==> config.mk <==
export PLATFORM = sky130hd
export DESIGN_NAME = scu_ratio
export DESIGN_NICKNAME = d
export VERILOG_FILES = /design/src/rtl/core/scu_pkg.sv /design/src/rtl/core/scu_ratio.sv
export SDC_FILE = /design/constraint.sdc
export NUM_CORES = 2
export LEC_CHECK = 0
export ABC_AREA = 0
export BUFFER_PORTS_ARGS = -buffer_cell sky130_fd_sc_hd__buf_2
export CORE_AREA = 2 2 382 384
export DETAILED_ROUTE_END_ITERATION = 8
export DIE_AREA = 0 0 384 386
export PLACE_DENSITY_LB_ADDON = 0.08
export SKIP_LAST_GASP = 1
export SYNTH_ARGS = -nofsm -noshare
export SYNTH_HDL_FRONTEND = slang
export SYNTH_SLANG_ARGS = --single-unit
export TNS_END_PERCENT = 10
==> constraint.sdc <==
create_clock -name clk -period 11.6 [get_ports clk]
set_input_delay 0 -clock clk [delete_from_list [all_inputs] [get_ports clk]]
set_output_delay 0 -clock clk [all_outputs]
set_load 0.03 [all_outputs]
==> src/rtl/core/scu_pkg.sv <==
`timescale 1ns / 1ps
// ---------------------------------------------------------------------------
// scu_pkg: shared types and constants for symmetrical components unbalance
// Word formats, fixed-point widths, sine coefficients and phase/set maps.
// ---------------------------------------------------------------------------
package scu_pkg;

  localparam int MAG_BITS   = 16;
  localparam int ANGLE_BITS = 16;
  localparam int RATIO_BITS = 16;

  localparam int PHASES   = 3;
  localparam int COMPS    = 3;
  localparam int NUM_SETS = 7;
  localparam int LANES    = 2 * NUM_SETS;

  // component order
  localparam int COMP_POS  = 0;
  localparam int COMP_NEG  = 1;
  localparam int COMP_ZERO = 2;

  // angle sets: A, B, B+120, B-120, C, C+120, C-120
  localparam int SET_A  = 0;
  localparam int SET_B0 = 1;
  localparam int SET_BP = 2;
  localparam int SET_BM = 3;
  localparam int SET_C0 = 4;
  localparam int SET_CP = 5;
  localparam int SET_CM = 6;

  localparam int SET_PHASE [NUM_SETS] = '{0, 1, 1, 1, 2, 2, 2};
  localparam int COMP_SETS [COMPS][PHASES] = '{
    '{SET_A, SET_BP, SET_CM},
    '{SET_A, SET_BM, SET_CP},
    '{SET_A, SET_B0, SET_C0}
  };

  // sine polynomial, Q30
  localparam int Q_FRAC    = 30;
  localparam int TRIG_BITS = Q_FRAC + 1;
  localparam int SIN_BITS  = Q_FRAC + 1;
  localparam logic [TRIG_BITS-1:0] Q30_ONE = {1'b1, {Q_FRAC{1'b0}}};
  localparam logic [TRIG_BITS-1:0] SINE_COEF [5] = '{
    31'd1686629713, 31'd693598668, 31'd85569306, 31'd5026995, 31'd172272
  };

  localparam logic [ANGLE_BITS-1:0] ANG_QUARTER = ANGLE_BITS'(1) << (ANGLE_BITS - 2);
  localparam logic [ANGLE_BITS-1:0] ANG_THIRD =
    ANGLE_BITS'(((longint'(1) << ANGLE_BITS) + 1) / 3);

  // phasor sums and modulus
  localparam int PROD_BITS = MAG_BITS + SIN_BITS;
  localparam int SUM_BITS  = PROD_BITS + 2;
  localparam int ABS_BITS  = SUM_BITS - 1;
  localparam int LO_BITS   = ABS_BITS / 2;
  localparam int HI_BITS   = ABS_BITS - LO_BITS;
  localparam int SQ_BITS   = 2 * ABS_BITS;
  localparam int NSUM_BITS = SQ_BITS + 1;
  localparam int NH_SHIFT  = 2 * (Q_FRAC - 2);
  localparam int NH_BITS   = NSUM_BITS - NH_SHIFT;

  // rounded magnitude search
  localparam int M_BITS    = MAG_BITS + 1;
  localparam int V_BITS    = M_BITS + 1;
  localparam int VSQ_BITS  = 2 * V_BITS;
  localparam int VSQ9_BITS = VSQ_BITS + 4;
  localparam logic [M_BITS-1:0] MAG_MAX = {1'b0, {MAG_BITS{1'b1}}};

  // ratio
  localparam int SCALE_BITS = 14;
  localparam logic [SCALE_BITS-1:0] RATIO_SCALE = 14'd10000;
  localparam int NUM_BITS = MAG_BITS + SCALE_BITS;
  localparam int DIV_BITS = MAG_BITS + RATIO_BITS;
  localparam int RAT_NEG  = 0;
  localparam int RAT_ZERO = 1;

  // pipeline depth
  localparam int TRIG_STAGES   = 7;
  localparam int PHASOR_STAGES = 5;
  localparam int MAG_STEPS     = M_BITS;
  localparam int RATIO_STAGES  = RATIO_BITS + 3;
  localparam int LATENCY = TRIG_STAGES + PHASOR_STAGES + MAG_STEPS + RATIO_STAGES;

  typedef logic [MAG_BITS-1:0] mag_t;
  typedef logic signed [SIN_BITS-1:0] sine_t;
  typedef logic [NH_BITS-1:0] nh_t;

  typedef struct packed {
    logic [MAG_BITS-1:0]   phase_a_magnitude;
    logic [ANGLE_BITS-1:0] phase_a_angle;
    logic [MAG_BITS-1:0]   phase_b_magnitude;
    logic [ANGLE_BITS-1:0] phase_b_angle;
    logic [MAG_BITS-1:0]   phase_c_magnitude;
    logic [ANGLE_BITS-1:0] phase_c_angle;
  } scu_in_t;

  typedef struct packed {
    logic [MAG_BITS-1:0]   positive_magnitude;
    logic [MAG_BITS-1:0]   negative_magnitude;
    logic [MAG_BITS-1:0]   zero_magnitude;
    logic [RATIO_BITS-1:0] negative_unbalance;
    logic [RATIO_BITS-1:0] zero_unbalance;
    logic                  no_positive;
  } scu_out_t;

endpackage

==> src/rtl/core/scu_ratio.sv <==
`timescale 1ns / 1ps
// ---------------------------------------------------------------------------
// scu_ratio: unbalance ratios by pipelined restoring division
// Rounded 10000*part/positive, saturated; output word register and strobe.
// ---------------------------------------------------------------------------
module scu_ratio
  import scu_pkg::*;
(
  input  logic     clk,
  input  logic     rst_n,
  input  logic     in_valid,
  input  mag_t     mag [COMPS],
  output logic     out_valid,
  output scu_out_t out_word
);

  mag_t                  mag0_r [COMPS];
  logic [NUM_BITS-1:0]   n0_r [2];
  mag_t                  mag1_r [COMPS];
  logic [NUM_BITS-1:0]   n1_r [2];
  logic                  ovf1_r [2];

  logic [NUM_BITS-1:0]   rem_src [RATIO_BITS][2];
  logic [RATIO_BITS-1:0] q_src [RATIO_BITS][2];
  logic                  ovf_src [RATIO_BITS][2];
  mag_t                  mag_src [RATIO_BITS][COMPS];
  logic [DIV_BITS-1:0]   cmp_c [RATIO_BITS];
  logic [NUM_BITS-1:0]   rem_nxt [RATIO_BITS][2];
  logic [RATIO_BITS-1:0] q_nxt [RATIO_BITS][2];

  logic [NUM_BITS-1:0]   rem_r [RATIO_BITS-1][2];
  logic [RATIO_BITS-1:0] q_r [RATIO_BITS][2];
  logic                  ovf_r [RATIO_BITS][2];
  mag_t                  dmag_r [RATIO_BITS][COMPS];

  logic                  v0_r;
  logic                  v1_r;
  logic [RATIO_BITS-1:0] dv_r;
  logic                  out_valid_r;
  scu_out_t              out_word_r;
  scu_out_t              out_word_nxt;
  mag_t                  pos_f;

  always_comb begin
    for (int k = 0; k < COMPS; k++) begin
      mag_src[0][k] = mag1_r[k];
      for (int j = 1; j < RATIO_BITS; j++) begin
        mag_src[j][k] = dmag_r[j-1][k];
      end
    end
    for (int r = 0; r < 2; r++) begin
      rem_src[0][r] = n1_r[r];
      q_src[0][r]   = '0;
      ovf_src[0][r] = ovf1_r[r];
      for (int j = 1; j < RATIO_BITS; j++) begin
        rem_src[j][r] = rem_r[j-1][r];
        q_src[j][r]   = q_r[j-1][r];
        ovf_src[j][r] = ovf_r[j-1][r];
      end
    end
    for (int j = 0; j < RATIO_BITS; j++) begin
      cmp_c[j] = DIV_BITS'(mag_src[j][COMP_POS]) << (RATIO_BITS - 1 - j);
      for (int r = 0; r < 2; r++) begin
        if (DIV_BITS'(rem_src[j][r]) >= cmp_c[j]) begin
          rem_nxt[j][r] = rem_src[j][r] - NUM_BITS'(cmp_c[j]);
          q_nxt[j][r]   = q_src[j][r] | (RATIO_BITS'(1) << (RATIO_BITS - 1 - j));
        end else begin
          rem_nxt[j][r] = rem_src[j][r];
          q_nxt[j][r]   = q_src[j][r];
        end
      end
    end
  end

  always_ff @(posedge clk) begin
    mag0_r <= mag;
    n0_r[RAT_NEG]  <= NUM_BITS'(mag[COMP_NEG]) * NUM_BITS'(RATIO_SCALE)
                    + NUM_BITS'(mag[COMP_POS] >> 1);
    n0_r[RAT_ZERO] <= NUM_BITS'(mag[COMP_ZERO]) * NUM_BITS'(RATIO_SCALE)
                    + NUM_BITS'(mag[COMP_POS] >> 1);
    mag1_r <= mag0_r;
    for (int r = 0; r < 2; r++) begin
      n1_r[r]   <= n0_r[r];
      ovf1_r[r] <= DIV_BITS'(n0_r[r]) >= {mag0_r[COMP_POS], {RATIO_BITS{1'b0}}};
    end
    for (int j = 0; j < RATIO_BITS; j++) begin
      dmag_r[j] <= mag_src[j];
      for (int r = 0; r < 2; r++) begin
        q_r[j][r]   <= q_nxt[j][r];
        ovf_r[j][r] <= ovf_src[j][r];
      end
    end
    for (int j = 0; j < RATIO_BITS - 1; j++) begin
      for (int r = 0; r < 2; r++) begin
        rem_r[j][r] <= rem_nxt[j][r];
      end
    end
    out_word_r <= out_word_nxt;
  end

  always_comb begin
    pos_f = dmag_r[RATIO_BITS-1][COMP_POS];
    out_word_nxt.positive_magnitude = pos_f;
    out_word_nxt.negative_magnitude = dmag_r[RATIO_BITS-1][COMP_NEG];
    out_word_nxt.zero_magnitude     = dmag_r[RATIO_BITS-1][COMP_ZERO];
    if (pos_f == '0) begin
      out_word_nxt.negative_unbalance = '0;
      out_word_nxt.zero_unbalance     = '0;
      out_word_nxt.no_positive        = 1'b1;
    end else begin
      out_word_nxt.negative_unbalance = ovf_r[RATIO_BITS-1][RAT_NEG] ? '1
                                      : q_r[RATIO_BITS-1][RAT_NEG];
      out_word_nxt.zero_unbalance     = ovf_r[RATIO_BITS-1][RAT_ZERO] ? '1
                                      : q_r[RATIO_BITS-1][RAT_ZERO];
      out_word_nxt.no_positive        = 1'b0;
    end
  end

  always_ff @(posedge clk) begin
    if (!rst_n) begin
      v0_r        <= 1'b0;
      v1_r        <= 1'b0;
      dv_r        <= '0;
      out_valid_r <= 1'b0;
    end else begin
      v0_r        <= in_valid;
      v1_r        <= v0_r;
      dv_r        <= {dv_r[RATIO_BITS-2:0], v1_r};
      out_valid_r <= dv_r[RATIO_BITS-1];
    end
  end

  assign out_valid = out_valid_r;
  assign out_word  = out_word_r;

endmodule

## Word-level counts from Yosys, hierarchy flattened

Memories as Yosys holds them, arrays and structs flattened.
Index checks and enable logic that the tools add are counted.

- Memory bits (writable): 2,334
- Input bits: 51
- Bits in registers: 196
- Output and inout port bits: 82
- Logic and storage cells: 157
- Memories kept: 7

- Multiplexer cells: 65
- Reductions and logical operators: 1
- Add/subtract/negate cells: 32
- Multiply operators: 2
- $lt $le $gt $ge: 34

Memories:

| memory | depth | bits a word | rd ports | clocked after Yosys merged registers in | write ports | RTL line | RTL |
|---|---|---|---|---|---|---|---|
| rem_r | 15 | 60 | 15 | 0 | 15 | scu_ratio.sv:31 | `logic [NUM_BITS-1:0] rem_r [RATIO_BITS-1][2];` |
| dmag_r | 16 | 48 | 16 | 0 | 16 | scu_ratio.sv:34 | `mag_t dmag_r [RATIO_BITS][COMPS];` |
| q_r | 16 | 32 | 16 | 0 | 16 | scu_ratio.sv:32 | `logic [RATIO_BITS-1:0] q_r [RATIO_BITS][2];` |
| n0_r | 2 | 30 | 2 | 0 | 2 | scu_ratio.sv:18 | `logic [NUM_BITS-1:0] n0_r [2];` |
| n1_r | 2 | 30 | 2 | 0 | 2 | scu_ratio.sv:20 | `logic [NUM_BITS-1:0] n1_r [2];` |
| ovf_r | 16 | 2 | 16 | 0 | 16 | scu_ratio.sv:33 | `logic ovf_r [RATIO_BITS][2];` |
| 1 more memories | - | - | - | - | - | - |  |

Operators with widths:

| cell | count |
|---|---|
| two-way mux 30 bit | 30 |
| subtractor 30 bit | 4 |
| greater-or-equal comparator 30 x 32 -> 1 bit | 2 |
| two-way mux 16 bit | 4 |
| greater-or-equal comparator 30 x 31 -> 1 bit | 2 |
| adder 30 x 15 -> 30 bit | 2 |
| greater-or-equal comparator 30 x 16 -> 1 bit | 2 |
| greater-or-equal comparator 30 x 17 -> 1 bit | 2 |
| greater-or-equal comparator 30 x 18 -> 1 bit | 2 |
| greater-or-equal comparator 30 x 19 -> 1 bit | 2 |
| greater-or-equal comparator 30 x 20 -> 1 bit | 2 |
| greater-or-equal comparator 30 x 21 -> 1 bit | 2 |
| greater-or-equal comparator 30 x 22 -> 1 bit | 2 |
| greater-or-equal comparator 30 x 23 -> 1 bit | 2 |
| greater-or-equal comparator 30 x 24 -> 1 bit | 2 |
| greater-or-equal comparator 30 x 25 -> 1 bit | 2 |
| greater-or-equal comparator 30 x 26 -> 1 bit | 2 |
| greater-or-equal comparator 30 x 27 -> 1 bit | 2 |
| greater-or-equal comparator 30 x 28 -> 1 bit | 2 |
| greater-or-equal comparator 30 x 29 -> 1 bit | 2 |
| greater-or-equal comparator 30 bit | 2 |
| subtractor 30 x 17 -> 30 bit | 2 |
| subtractor 30 x 18 -> 30 bit | 2 |
| subtractor 30 x 19 -> 30 bit | 2 |
| other kinds (27) | 54 |

## Longest topological paths before layout

An unclocked memory read counts as a cell.

- Depth after elaboration: 3
- Depth in mapped cells: 22
- Gate-level depth less buffers: 22

## Worst setup path before layout

Ideal clock, no wire load.

- Kind: input to register
- Start point: input port mag[5] in the netlist's numbering
- End point: memory n0_r[0][59] in the netlist's numbering
- Buffers on the path: 0
- Stages: 19
- Path slack: 7.011 ns
- Required time: 11.479 ns
- Library setup time: 0.121 ns
- Arrival: 4.468 ns
- Path through: inv_1 -> fa_1 -> inv_1 -> ha_1 -> fa_1 -> ha_1 -> inv_1 -> fa_1 -> inv_1 -> ha_1 -> a211o_1 -> o21ai_0 -> o21ai_0 -> xnor2_1 -> nor2_1 -> nand3_1 -> or3_1 -> nand4b_1 -> xnor2_1

RTL lines:

| what | RTL line | RTL |
|---|---|---|
| start, declared | scu_ratio.sv:12 | `input mag_t mag [COMPS],` |
| end, declared | scu_ratio.sv:18 |  |

==> results.txt <==
The tree is rooted in a sky130_fd_sc_hd__clkbuf_16. The arrival time of the worst setup path came out at 5540 ps. The deepest level of the CTS H-tree is 4.

After technology mapping, the gate count stands at about 8000. In this run the most critical hold path is launched from rst_n. The count of unique library cells instantiated by Yosys came out at 90. The total overflow reported by the global router is 0. The violation count after the first detailed-routing iteration is 3542. The via count of the first global-routing pass came out at 55800.

The total clock buffers created by CTS is about 200. The overall global routing resource usage came out at 0.271. The die is 386 um tall. The number of hold violations in the final report was 0. The post-detailed-placement half-perimeter wirelength is 159000 um. The power per cell area came out at 308 nW/um^2. The share of total power dissipated in combinational logic is 0.383. The total setup violations reported at the end of the flow is 0. For this design, the CTS-stage hold fixing added 101 buffers. Dividing the final minimum period by the clock period gives 0.422. Of all nets on the critical path, the largest fanout is 5.

The number of design rule violations left after detail routing is 0. The total of cells resized after clock tree synthesis is 0. The register area is approximately 43000 um^2. The final antenna-violating net count came out at 0. The path with the worst hold slack has its endpoint at dv_r[9]. The cell that appears most often on the critical path is sky130_fd_sc_hd__inv_1. Total power for the finished layout comes to 29000 uW. Broken down by cell family, the worst path's largest delay share belongs to adder cells. The highest layer touched by signal routing is met4. The number of search-and-repair iterations in the first detailed-routing pass came out at 6. The final cell utilization of the core is 0.652. In this run the power spent charging and discharging nets is 10500 uW.

The shortest period the worst path allows is ~4900 ps. The cell count of the worst hold path is 3. The floorplan core area is 145000 um^2. Entering global routing, the biggest net connects 38 pins. The detailed-route via count came out at 56700. In this run the horizontal extent of the chip is 384 um. The critical path in this run is classified as input port to flip-flop. The dominant synthesized flop cell is sky130_fd_sc_hd__dfxtp_1. The post-detailed-route wirelength per cell is 19.2 um. The accumulated negative setup slack is 0 ps.

The worst hold path belongs to the class input port to flip-flop. sky130_fd_sc_hd__dfxtp_1 takes more of the synthesized area than any other cell. The slack of the worst reg-to-reg path is 7470 ps. The combinational family with the most area after synthesis is adder cells. The die outline area came out at between 100000 and 150000 um^2. Data on the critical path is required at its endpoint by 12250 ps. The layout has 11500 filler cells.

The share of the synthesized area in the top cell type came out at 0.522. TritonCTS built the clock tree. The leakage power summed over all cells is ~0.042 uW. The transition time at the pin with the least slew margin came out at 1190 ps. For this configuration, the core starts out at a cell density of 0.575. The cell count of the worst reg-to-reg path is 14.

The part of the Yosys area used for sequential elements is 0.522. Of the post-synthesis cell area, the part taken by muxes is 0.0135. The endpoint of the lowest-slack register-to-register path is rem_r[1][356]. The worst setup path is captured at a flip-flop. The maximum resistive drop on vdd came out at 0.229 mV. Of the cells placed in the final design, the portion with a size suffix greater than 1 is 0.0786. The start of the worst register-to-register path is dmag_r[1][227]. The share of the synthesized area in compound gates (AO/OA/AOI/OAI) is 0.118. The largest individual stage delay along the critical path comes from the cell sky130_fd_sc_hd__dlygate4sd3_1. The area overhead of the layout relative to synthesis is 13.4%. The synthesis warning total came out at 0. The post-synthesis share of cell area spent on full adders, half adders and majority gates is 0.129. The clock slew at the register clock pins of the worst setup and hold paths is approximately 60 ps.

Setup repair after global routing left no endpoint under its margin. The cell area after synthesis is 83000 um^2. The signal on the critical path passes through dlygate4sd3_1 -> buf_2 -> inv_1 -> fa_1 -> inv_1 -> ha_1 -> inv_1 -> fa_1 -> inv_1 -> ha_1 -> inv_1 -> fa_1 -> inv_1 -> ha_1 -> a211o_1 -> o21ai_0 -> o21ai_0 -> xnor2_1 -> nor2_1 -> nand3_1 -> or3_1 -> nand2b_1 -> xnor2_1. At the end of the flow, the number of nets in the layout was 9234. The share of total power dissipated in the clock network is 0.240. The number of placement rows is 140.

The detailed router put a total of 87100 um of wire on met1. The buffers plus inverters on the worst setup path came out at 8. The finished cells cover 94200 um^2.

For this run, the top clock speed supported by timing is 0.204 GHz. In this run, synthesis inferred 0 flip-flops with an integrated enable. The worst clock skew is approximately 76 ps. The count of maximum capacitance violations is 0.

The count of pins over their slew limit came out at 0. The worst setup path is launched from an input port. Port buffering added 132 buffers. Yosys attributes the largest share of cell area to sky130_fd_sc_hd__dfxtp_1 52%, sky130_fd_sc_hd__ha_1 10%, sky130_fd_sc_hd__xnor2_1 3.4%, sky130_fd_sc_hd__inv_1 3.1%, sky130_fd_sc_hd__o21ai_0 2.7%. When the netlist entered floorplanning its net count stood at 8882.

The sequential power share came out at 0.377. The number of antenna violations at the first check in global routing came out at 6. The number of primary I/O pins is around 130.

The routed design has 201000 um of wire. The worst stage delay on the critical path came out at roughly 540 ps. Leaving out fill and tap cells, the most frequent cell in the layout is sky130_fd_sc_hd__dfxtp_1. The worst-case clock buffer depth is 3. The post-CTS setup buffer count is 0. Routability-driven placement finished with a final weighted congestion of just under 1. The net switching fraction of the power is 0.363. The source-to-sink clock delay at the later pin of the worst-skew pair came out at 860 ps. The fraction of registers with async set or reset after synthesis came out at 0. Leaving out fill and tap cells, the most frequent cells in the layout are 2166 x sky130_fd_sc_hd__dfxtp_1, 696 x sky130_fd_sc_hd__ha_1, 675 x sky130_fd_sc_hd__inv_1. Summing all multi-input logic gate instances after layout gives 36700 um^2. In the detailed route, the total length drawn on met2 is about 98000 um. The routed length on met3 came out at 8250 um. The post-synthesis share of cell area spent on and, or, nand and nor gates came out at 0.120. The flow ran to the end, and the final reports show no timing, DRC or antenna violations. The global-route wire length before repair came out at 312000 um. The area of placed instances is 85900 um^2.

The number of register bits inferred by synthesis is 2166. The cell-internal power is 18500 uW. The mean post-synth cell area is 10.3 um^2.

The count of clock tree sinks came out at 2166. The area share of xor/xnor cells in the synthesized design is 0.0614. The routed via count divided by cell count is ~5.4. In this run the tightest slew margin relative to its limit is 0.204.
-- Yosys cell counts, types with 107 or more instances --
master and instances:
sky130_fd_sc_hd__a21o_1 154, sky130_fd_sc_hd__a21oi_1 448, sky130_fd_sc_hd__dfxtp_1 2166, sky130_fd_sc_hd__ha_1 696
sky130_fd_sc_hd__inv_1 675, sky130_fd_sc_hd__nand2_1 538, sky130_fd_sc_hd__nand3_1 107, sky130_fd_sc_hd__nor2_1 543
sky130_fd_sc_hd__nor3_1 168, sky130_fd_sc_hd__o21ai_0 451, sky130_fd_sc_hd__xnor2_1 326, sky130_fd_sc_hd__xor2_1 256
-- registers in the layout, summed over array words and instances (netlist names), 2 cells and up --
register / count
n1_r: 56
dv_r: 16
ovf1_r: 2
rem_r: 792
cmp_c: 12
dmag_r: 768
q_r: 272
out_word: 81
mag1_r: 32
ovf_r: 32
n0_r: 56
mag0_r: 44
-- layer usage --
metal	GRT usage	vias to the layer above
li1	-	28300
met1	0.337	26700
met2	0.472	1303
met3	0.0346	366
met4	0.114	0
met5	0	-
-- power by group through the flow --
stage	logic, uW	clock network (uW)	registers, uW
3_3_place_gp	10800	0	11100
2_1_floorplan	8600	0	10500
6_report	11100	6960	11000
5_1_grt	12500	7420	11100
3_5_place_dp	10900	0	11100
4_1_cts	11000	7100	10900
-- worst min-delay path, stage by stage --
cell	delay, ps
sky130_fd_sc_hd__dlygate4sd3_1	530
sky130_fd_sc_hd__buf_2	190
sky130_fd_sc_hd__and2_1	150
-- logic make-up (layout without fill, tap and decap cells) --
logic type	after synthesis	count (layout)
flops	2166	2166
simple gates	2023	2023
compound gates	1577	1577
fa+ha+maj	798	798
buf+inv	786	1317
xor+xnor	582	582
mux	101	101
other cells	0	3
-- cell type report --
| class | instances | area share |
|---|---|---|
| antenna | 3 | 0.0000797 |
| clock buffer | 282 | 0.0611 |
| clock inverter | 103 | 0.0164 |
| inverter | 677 | 0.0270 |
| multi-input combinational | 5081 | 0.390 |
| sequential | 2166 | 0.460 |
| tap | 1917 | 0.0255 |
| timing repair buffer | 255 | 0.0195 |
-- worst max-delay path by stage --
| stage | start | to | slack [ps] | cells after the start |
|---|---|---|---|---|
| 5_1_grt | mag[20] | n0_r[0][28] | 6290 | 23 |
| 6_report | mag[4] | n0_r[0][53] | 6700 | 23 |
| 3_3_place_gp | mag[20] | n0_r[0][28] | 6450 | 22 |
| 3_5_place_dp | mag[5] | n0_r[0][59] | 6410 | 20 |
| 4_1_cts | mag[5] | n0_r[0][53] | 6780 | 21 |
| 2_1_floorplan | mag[5] | n0_r[0][59] | 7010 | 19 |
-- through the flow --
stage / setup WS (ps) / hold slack (ps) / instances
2_1_floorplan: 7010 / 27.7 / 8033
3_3_place_gp: 6450 / 103 / 9995
3_5_place_dp: 6410 / 105 / 9995
4_1_cts: 6780 / 1.96 / 10500
5_1_grt: 6290 / 51.6 / 10500
6_report: 6700 / 67.1 / 10500
No activity file was read; power rests on OpenSTA's default activity.
